$ cat config.mk
export PLATFORM = sky130hd
export DESIGN_NAME = range_median_filter5
export DESIGN_NICKNAME = d
export VERILOG_FILES = /design/src/rmf5_pkg.sv /design/src/rmf5_ring.sv /design/src/rmf5_median.sv /design/src/range_median_filter5.sv
export VERILOG_INCLUDE_DIRS = /design/src /design/src/src
export SDC_FILE = /design/constraint.sdc
export NUM_CORES = 1
export LEC_CHECK = 0
export ABC_CLOCK_PERIOD_IN_PS = 15700
export BUFFER_PORTS_ARGS = -buffer_cell sky130_fd_sc_hd__buf_2
export CORE_ASPECT_RATIO = 1.25
export CORE_MARGIN = 4
export CORE_UTILIZATION = 56
export DETAILED_ROUTE_END_ITERATION = 6
export PLACE_DENSITY_LB_ADDON = 0.15
export SYNTH_ARGS = -nofsm -noshare
export SYNTH_HDL_FRONTEND = slang
export SYNTH_SLANG_ARGS = --single-unit
$ cat constraint.sdc
create_clock -name clock -period 15.7 [get_ports clock]
set_clock_uncertainty 0.05 [all_clocks]
set_input_delay 2.355 -clock clock [delete_from_list [all_inputs] [get_ports clock]]
set_output_delay 2.355 -clock clock [all_outputs]
set_load 0.05 [all_outputs]
$ cat src/range_median_filter5_defines.svh
// Assertion macros for the range median filter.
`ifndef RANGE_MEDIAN_FILTER5_DEFINES_SVH
`define RANGE_MEDIAN_FILTER5_DEFINES_SVH

`ifndef SYNTH

`define RMF5_ASSERT_IMPLIES(label, clk, rst, cond, expr) \
   label: assert property (@(posedge clk) disable iff (rst) (cond) |-> (expr)) \
      else $error("rmf5 assertion failed");

`define RMF5_ASSERT_NEXT(label, clk, rst, cond, expr) \
   label: assert property (@(posedge clk) disable iff (rst) (cond) |=> (expr)) \
      else $error("rmf5 assertion failed");

`else

`define RMF5_ASSERT_IMPLIES(label, clk, rst, cond, expr)

`define RMF5_ASSERT_NEXT(label, clk, rst, cond, expr)

`endif

`endif

$ cat src/rmf5_pkg.sv
// Shared types and constants of the range median filter.
package rmf5_pkg;

   localparam int DISTANCE_WIDTH = 16;
   localparam int WINDOW         = 5;
   localparam int SLOT_WIDTH     = $clog2(WINDOW);
   localparam int OUT_WIDTH      = DISTANCE_WIDTH + 1;
   localparam int RSP_DATA_WIDTH = ((OUT_WIDTH + 7) / 8) * 8;

   typedef logic [DISTANCE_WIDTH-1:0] dist_type;
   typedef logic [SLOT_WIDTH-1:0]     slot_type;
   typedef dist_type                  window_type [WINDOW];

   localparam dist_type MAX_RANGE_RESET = dist_type'(400);
   localparam slot_type LAST_SLOT       = slot_type'(WINDOW - 1);
   localparam slot_type FIRST_SLOT      = slot_type'(0);

   typedef struct packed {
      logic     write;
      dist_type sample;
   } ring_req_type;

   typedef struct packed {
      logic full;
   } ring_status_type;

endpackage

$ cat src/rmf5_ring.sv
// Five-entry sample ring with write slot and fill flag.
`include "range_median_filter5_defines.svh"

module rmf5_ring (
   input  logic                    clock,
   input  logic                    reset,
   input  rmf5_pkg::ring_req_type  req,
   output rmf5_pkg::window_type    samples_in,
   output rmf5_pkg::ring_status_type status_in
);

   rmf5_pkg::window_type samples_ff;
   rmf5_pkg::slot_type   slot_ff;
   rmf5_pkg::slot_type   slot_in;
   rmf5_pkg::slot_type   slot_cur;
   logic                 full_ff;
   logic                 full_in;

   always_comb begin
      slot_cur = (slot_ff > rmf5_pkg::LAST_SLOT) ? rmf5_pkg::FIRST_SLOT : slot_ff;
      slot_in  = slot_ff;
      full_in  = full_ff;
      for (int i = 0; i < rmf5_pkg::WINDOW; i++) begin
         samples_in[i] = samples_ff[i];
      end
      if (req.write) begin
         samples_in[slot_cur] = req.sample;
         if (slot_cur == rmf5_pkg::LAST_SLOT) begin
            slot_in = rmf5_pkg::FIRST_SLOT;
            full_in = 1'b1;
         end else begin
            slot_in = slot_cur + rmf5_pkg::slot_type'(1);
         end
      end
      status_in.full = full_in;
   end

   always_ff @(posedge clock) begin
      for (int i = 0; i < rmf5_pkg::WINDOW; i++) begin
         samples_ff[i] <= samples_in[i];
      end
   end

   always_ff @(posedge clock) begin
      if (reset) begin
         slot_ff <= rmf5_pkg::FIRST_SLOT;
         full_ff <= 1'b0;
      end else begin
         slot_ff <= slot_in;
         full_ff <= full_in;
      end
   end

   `RMF5_ASSERT_IMPLIES(a_slot_bound, clock, reset, 1'b1, slot_ff <= rmf5_pkg::LAST_SLOT)
   `RMF5_ASSERT_NEXT(a_full_sticky, clock, reset, full_ff, full_ff)
   `RMF5_ASSERT_IMPLIES(a_full_on_wrap, clock, reset, !full_ff && full_in, req.write && slot_in == rmf5_pkg::FIRST_SLOT)

endmodule

$ cat src/rmf5_median.sv
// Five-input median comparator network.
module rmf5_median (
   input  rmf5_pkg::window_type samples,
   output rmf5_pkg::dist_type   median
);

   rmf5_pkg::dist_type lo_ab;
   rmf5_pkg::dist_type hi_ab;
   rmf5_pkg::dist_type lo_cd;
   rmf5_pkg::dist_type hi_cd;
   rmf5_pkg::dist_type mid_lo;
   rmf5_pkg::dist_type mid_hi;
   rmf5_pkg::dist_type min_mid;
   rmf5_pkg::dist_type max_mid;
   rmf5_pkg::dist_type clip_e;

   always_comb begin
      lo_ab   = (samples[0] < samples[1]) ? samples[0] : samples[1];
      hi_ab   = (samples[0] < samples[1]) ? samples[1] : samples[0];
      lo_cd   = (samples[2] < samples[3]) ? samples[2] : samples[3];
      hi_cd   = (samples[2] < samples[3]) ? samples[3] : samples[2];
      // drop the smallest and largest of the first four
      mid_lo  = (lo_ab > lo_cd) ? lo_ab : lo_cd;
      mid_hi  = (hi_ab < hi_cd) ? hi_ab : hi_cd;
      min_mid = (mid_lo < mid_hi) ? mid_lo : mid_hi;
      max_mid = (mid_lo < mid_hi) ? mid_hi : mid_lo;
      clip_e  = (max_mid < samples[4]) ? max_mid : samples[4];
      median  = (min_mid > clip_e) ? min_mid : clip_e;
   end

endmodule

$ cat src/range_median_filter5.sv
// Path: a request is registered in stage 1, then its result in the result
// register, which drives rsp_tvalid; a stalled output holds stage 1.
// Throughput: one transaction per cycle while rsp_tready does not stall the result;
// input register, ring update and median network, then result register.
// Reset: synchronous, active high; clears the write slot, the fill flag and
// both valid flags, and loads max_range_cm with 400. Ring entries are not reset.
module range_median_filter5 (
   input  logic        clock,
   input  logic        reset,
   input  logic        req_tvalid,
   output logic        req_tready,
   input  logic [15:0] req_tdata,  // [15:0] raw_distance
   output logic        rsp_tvalid,
   input  logic        rsp_tready,
   output logic [rmf5_pkg::RSP_DATA_WIDTH-1:0] rsp_tdata, // [16:0] filtered_distance, rest 0
   input  logic        csr_valid,
   output logic        csr_ready,
   input  logic [15:0] csr_data    // [15:0] max_range_cm
);

   rmf5_pkg::dist_type        max_range_ff;
   logic                      s1_valid_ff;
   rmf5_pkg::dist_type        s1_reading_ff;
   logic                      s1_in_range_ff;
   logic                      rsp_valid_ff;
   logic signed [rmf5_pkg::OUT_WIDTH-1:0] rsp_data_ff;
   logic signed [rmf5_pkg::OUT_WIDTH-1:0] rsp_data_in;
   logic                      out_free;
   logic                      s1_advance;
   logic                      req_accept;
   rmf5_pkg::ring_req_type    ring_req;
   rmf5_pkg::window_type      ring_samples;
   rmf5_pkg::ring_status_type ring_status;
   rmf5_pkg::dist_type        median;

   assign out_free   = !rsp_valid_ff || rsp_tready;
   assign s1_advance = s1_valid_ff && out_free;
   assign req_tready = !s1_valid_ff || out_free;
   assign req_accept = req_tvalid && req_tready;
   assign csr_ready  = 1'b1;

   assign ring_req.write  = s1_advance && s1_in_range_ff;
   assign ring_req.sample = s1_reading_ff;

   rmf5_ring u_ring (
      .clock      (clock),
      .reset      (reset),
      .req        (ring_req),
      .samples_in (ring_samples),
      .status_in  (ring_status)
   );

   rmf5_median u_median (
      .samples (ring_samples),
      .median  (median)
   );

   always_comb begin
      if (ring_status.full) begin
         rsp_data_in = {1'b0, median};
      end else if (s1_in_range_ff) begin
         rsp_data_in = {1'b0, s1_reading_ff};
      end else begin
         rsp_data_in = '1;
      end
   end

   always_ff @(posedge clock) begin
      if (reset) begin
         max_range_ff <= rmf5_pkg::MAX_RANGE_RESET;
         s1_valid_ff  <= 1'b0;
         rsp_valid_ff <= 1'b0;
      end else begin
         if (csr_valid && csr_ready) begin
            max_range_ff <= csr_data;
         end
         if (req_accept) begin
            s1_valid_ff <= 1'b1;
         end else if (s1_advance) begin
            s1_valid_ff <= 1'b0;
         end
         if (s1_advance) begin
            rsp_valid_ff <= 1'b1;
         end else if (rsp_tready) begin
            rsp_valid_ff <= 1'b0;
         end
      end
   end

   always_ff @(posedge clock) begin
      if (req_accept) begin
         s1_reading_ff  <= req_tdata;
         s1_in_range_ff <= (req_tdata <= max_range_ff);
      end
      if (s1_advance) begin
         rsp_data_ff <= rsp_data_in;
      end
   end

   assign rsp_tvalid = rsp_valid_ff;
   assign rsp_tdata  = {{(rmf5_pkg::RSP_DATA_WIDTH - rmf5_pkg::OUT_WIDTH){1'b0}}, rsp_data_ff};

endmodule
# ---- Word level (Yosys, flattened, before mapping)
# Memory sizes are Yosys's and may differ from the RTL's.
# Cells that the tools add are included.
dict set report classes {
  addsub 1
  order_cmp 11
  eq_ne 1
  mux 24
  n_bitwise 1
  reduce_logical 10
}
# cell n
set op_table {}
lappend op_table {{$mux W16} 12}
lappend op_table {{$bwmux W80} 1}
lappend op_table {{$lt A16 B16 Y1} 5}
lappend op_table {{$mux W80} 1}
lappend op_table {{$demux W16 S3} 1}
lappend op_table {{$gt A16 B16 Y1} 2}
lappend op_table {{$mux W17} 1}
lappend op_table {{$le A16 B16 Y1} 1}
lappend op_table {{$mux W1} 6}
lappend op_table {{$mux W3} 2}
lappend op_table {{$ge A4 B4 Y1 const B} 1}
lappend op_table {{$logic_and A1 B1 Y1} 4}
lappend op_table {{$lt A4 B1 Y1 const B} 1}
lappend op_table {{$not A3 Y4} 1}
lappend op_table {{$reduce_bool A2 Y1} 2}
lappend op_table {{$add A3 B1 Y3 const B} 1}
lappend op_table {{$eq A3 B3 Y1 const B} 1}
lappend op_table {{$gt A3 B3 Y1 const B} 1}
lappend op_table {{$logic_not A1 Y1} 2}
lappend op_table {{$logic_or A1 B1 Y1} 2}
dict set report word_totals {
  reg_bits 56
  ramBits 80
  input_bits 37
  out_inout_bits 27
  elab_cells 58
  n_memories 1
}
# memory words width rd rd_clocked_by_memory_dff wr line_no
set mem_list {}
lappend mem_list {u_ring.samples_ff 5 16 5 0 5 rmf5_ring.sv:12} ;# rmf5_pkg::window_type samples_ff;

# ---- Logic depth before layout (Yosys ltp)
dict set report depth {
  word_depth 20
  mapped_depth 69
}

# ---- Modules after synthesis
# Synthesis repeated with hierarchy kept, for this count alone.
dict set report unflattened {
  hier_cells 1081
  hier_area_um2 10243.6
}
# module instances cells_each area_each_um2
set by_module_without_submodules {}
lappend by_module_without_submodules {rmf5_median 1 670 5002.3}
lappend by_module_without_submodules {rmf5_ring 1 194 2870.3}
lappend by_module_without_submodules {range_median_filter5 1 217 2371.0}

# ---- Worst setup path after synthesis
# Ideal clock, no wire load.
dict set report synth_timing {
  path_kind {input to register}
  from {in rsp_tready}
  to {reg rsp_data_ff[13] (netlist name), data pin}
  arrival_time_ns 14.746
  required_time_ns 15.518
  setup_slack_ns 0.772
  stages 64
  path_buffers 11
  cell_sequence {nor2b_2 -> buf_4 -> a211oi_4 -> clkbuf_1 -> mux2i_1 -> inv_1 -> ha_1 -> a211oi_1 -> nor2_1 -> o31ai_1 -> a41oi_1 -> or4_1 -> nor2_1 -> clkbuf_1 -> buf_1 -> nor2_1 -> a21oi_1 -> ha_1 -> (+28 left out) -> nor2_1 -> a21oi_1 -> ha_1 -> nor2b_1 -> o21a_1 -> o21a_1 -> o21a_1 -> o21a_1 -> o21ai_0 -> a21oi_1 -> o21ai_0 -> nand2b_1 -> clkbuf_1 -> a211oi_1 -> a31oi_1 -> buf_4 -> mux2i_1 -> a221o_1}
}
# item line_no
set synth_lines {}
lappend synth_lines {{start: declaration} range_median_filter5.sv:14} ;# input logic rsp_tready,
lappend synth_lines {{end signal: assignment} range_median_filter5.sv:96} ;# rsp_data_ff <= rsp_data_in;
lappend synth_lines {{end: declaration} range_median_filter5.sv:26} ;# logic signed [rmf5_pkg::OUT_WIDTH-1:0] rsp_data_ff;

==> impl_metrics.py <==
metrics = {
    "run_status": {
        "status": "completed",
    },
    "final_layout": {
        "area_growth_syn_to_layout_pct": 12.8,
        "final_util_pct": 64.1,
        "antenna_cells": 0,
        "register_area_um2": 3060,
        "multi_input_area_um2": 6390,
        "drive_gt1_share_pct": 14.1,
        "n_fill_cell": 1580,
        "nets": 1443,
    },
    "timing": {
        "finalHoldViolations": 0,
        "clock.fmax_ghz": 0.0686,
        "setup_viol_count_final": 0,
        "slew_headroom_pct": 35.5,
        "fin_crit_ns": 14.59,
        "rsz0062_at_grt": "false",
        "max_slew.worst_pin.slew_ns": 0.967,
        "slew_violations": 0,
        "setup-tns-final_ns": 0,
        "setup_slack_ns": 1.11,
        "post-route-period-util_pct": 92.9,
    },
    "worst_setup_path": {
        "cp.required_ns": 15.96,
        "critical_path.startpoint": "rsp_tready",
        "timing.rr.start": "u_ring.slot_ff[2]$_SDFFE_PP0N_",
        "cp_max_fo": 27,
        "crit_slowest_cell": "and2_2",
        "crit_end": "rsp_data_ff[5]$_DFFE_PN_",
        "crit_path_max_incr_delay_ns": 0.54,
        "worstSetupStartpointType": "input port",
        "reg2reg_to": "rsp_data_ff[5]$_DFFE_PN_",
        "criticalPathCategory": "in -> reg",
        "path_common_cell": "a21o_1",
        "rr_worst_depth": 59,
        "worstPathArrival_ns": 14.84,
        "r2r_setup_slack_ns": 2.08,
        "worst_setup_path_end_kind": "flip-flop",
    },
    "yosys": {
        "ys_ff_latch": 136,
        "synthCells": 1213,
        "netlist_top_cells_area": "dfxtp_1 20%, ha_1 15%, mux2i_1 11%",
        "synth-main-ff-cell": "dfxtp_1",
        "yosysWarningCount": 0,
        "synth_cell_types": 77,
        "yosys.area.top_type": "dfxtp_1",
        "synth-edff-count": 34,
        "syn_avg_cell_area_um2": 8.45,
        "async_reset_ff_share_pct": 0,
        "yosysSeqAreaShare_pct": 29.9,
        "synthesis.area_um2": 10200,
        "synth.top_cell.area_share_pct": 19.9,
    },
    "routing": {
        "drt_iter0_drc": 806,
        "drt_pass1_iterations": 5,
        "drt_wl_total_um": 28800,
        "vias": 9110,
        "ant_nets": 0,
        "routedWlPerCell_um": 18.9,
        "route.detailed.drc": 0,
        "via_per_inst": 5.97,
    },
    "global_routing": {
        "track_usage_pct": 27.8,
        "antenna_found_initial": 0,
        "grt_pass1_wl_um": 45500,
        "grt_max_degree": 28,
        "grt.overflow.total": 0,
        "grt_pass1_vias": 8877,
    },
    "clock_network": {
        "path_clk_slew_ns": 0.07,
        "clockBufferDepth": 2,
        "htree_levels": 4,
        "cts_buffers": 17,
        "cts.sinks": 136,
        "cts_root_buf": "clkbuf_16",
        "hold_buffers": 0,
        "clock_latency_ns": 0.43,
        "cts_tree": "built",
    },
    "flow_run": {
        "maxCapViolCount": 0,
    },
    "placed_design": {
        "hpwl_um": 22400,
        "numPortBuffers": 55,
        "gp_congestion": 0.933,
        "place_ws_ns": 0.308,
    },
    "die": {
        "die_height_um": 159,
        "ioPinCount": 64,
        "coreArea_um2": 18000,
        "die_w_um": 129,
        "initial_core_util_pct": 56.8,
        "die-area_um2": 20500,
        "core.rowCount": 55,
    },
    "worst_hold_path": {
        "hold_class": "reg -> reg",
    },
}
kinds of logic after synthesis:
logic type,share of synthesized area [%]
AO/OA/AOI/OAI,20.0
AND/OR/NAND/NOR,14.0
buffers and inverters,8.44
flip-flops,29.9
multiplexers,12.7
adder cells (fa/ha/maj),14.8
other,0.0733
XOR/XNOR,0.171
critical path, delay by kind of cell:
family	cells	cell delay, ns
AOI/OAI and AO/OA	31	6.30
adders and majority gates	5	1.28
buffers and inverters	7	1.04
muxes	4	1.32
and+or+nand+nor	14	2.49
layout make-up:
type,instances,area share [%]
clock buffers,17,3.68
inverters,145,4.71
flip-flops and latches,136,26.5
well taps,228,2.47
multi-input cells,876,55.3
clock inverters,15,1.15
repair buffers,109,6.21
how the worst min path moves through the flow:
stage / slack, ns / end / from / cells after the start
floorplan: 0.40 / u_ring.samples_ff[0][65]$_DFF_P_ / u_ring.samples_ff[0][65]$_DFF_P_ / 1
global placement: 0.41 / u_ring.samples_ff[0][72]$_DFF_P_ / u_ring.samples_ff[0][72]$_DFF_P_ / 1
detailed placement: 0.41 / u_ring.samples_ff[0][76]$_DFF_P_ / u_ring.samples_ff[0][76]$_DFF_P_ / 1
CTS: 0.43 / u_ring.samples_ff[0][76]$_DFF_P_ / u_ring.samples_ff[0][76]$_DFF_P_ / 1
global route: 0.43 / u_ring.samples_ff[0][75]$_DFF_P_ / u_ring.samples_ff[0][75]$_DFF_P_ / 1
finish: 0.43 / u_ring.samples_ff[0][76]$_DFF_P_ / u_ring.samples_ff[0][76]$_DFF_P_ / 1
cells in the final DEF, fill, tap and decap left out, types with 7 or more instances in the layout:
cell / Yosys / layout
nor2b_1: 11 / 11
a31oi_1: 8 / 7
nand4_1: 21 / 21
a21o_1: 26 / 26
o31ai_1: 10 / 10
nand3_1: 7 / 7
nor3_1: 14 / 13
and2_1: 11 / 10
o21a_1: 20 / 20
nor2_1: 127 / 126
buf_4: 12 / 51
clkbuf_16: 0 / 17
o21ai_0: 49 / 47
edfxtp_1: 34 / 34
a21oi_1: 118 / 118
inv_1: 144 / 144
buf_2: 13 / 55
o22ai_1: 13 / 13
ha_1: 121 / 121
nand2_1: 63 / 63
mux2_2: 15 / 15
nand2b_1: 13 / 13
conb_1: 2 / 8
dfxtp_1: 102 / 102
a211oi_1: 17 / 17
mux2i_1: 113 / 113
sequential cells by signal, indices dropped and copies added, names as in the netlist:
register           count
u_ring.samples_ff     80
rsp_data_ff           17
max_range_ff          16
s1_reading_ff         16
u_ring.slot_ff         3
rsp_tvalid             1
s1_in_range_ff         1
s1_valid_ff            1
u_ring.full_ff         1
Yosys cell counts (all sizes together), types with 6 or more instances:
| cell | number |
|---|---|
| o21a | 20 |
| nand3 | 7 |
| mux2 | 15 |
| clkbuf | 28 |
| and2 | 12 |
| o31ai | 10 |
| a211oi | 19 |
| ha | 121 |
| nand2 | 64 |
| a221o | 6 |
| nand4 | 21 |
| a21oi | 118 |
| inv | 145 |
| mux2i | 113 |
| nor2b | 12 |
| edfxtp | 34 |
| o21ai | 49 |
| nor3 | 14 |
| nor2 | 128 |
| buf | 35 |
| nor4 | 6 |
| a21o | 26 |
| nand2b | 13 |
| o22ai | 13 |
| dfxtp | 102 |
| a2111oi | 6 |
| a31oi | 9 |
repair_timing:
| item | in CTS | in global routing |
|---|---|---|
| endpoints found under the setup margin | 0 | 15 |
| buffers inserted | 0 | 4 |
| gates resized for setup | 0 | 3 |
stage by stage:
| step | hold WS [ns] | instances | cell area [um^2] |
|---|---|---|---|
| 2_1_floorplan | 0.401 | 1219 | 10300 |
| 3_3_place_gp | 0.406 | 1489 | 11000 |
| 3_5_place_dp | 0.413 | 1489 | 11000 |
| 4_1_cts | 0.429 | 1521 | 11500 |
| 5_1_grt | 0.434 | 1526 | 11600 |
| 6_report | 0.426 | 1526 | 11600 |
per-layer routing:
layer | track usage, % | wire [um] | share of wire (%) | up-vias
met2 | 46.5 | 14000 | 49 | 366
li1 | - | - | - | 4447
met5 | 0 | 0 | 0 | -
met3 | 4.26 | 1780 | 6.2 | 85
met1 | 35.4 | 11900 | 41 | 4212
met4 | 11.8 | 1150 | 4.0 | 0
Power is left out: the tool's default activity adds up to more than one toggle a clock period on the data nets, which glitch-free logic cannot reach.
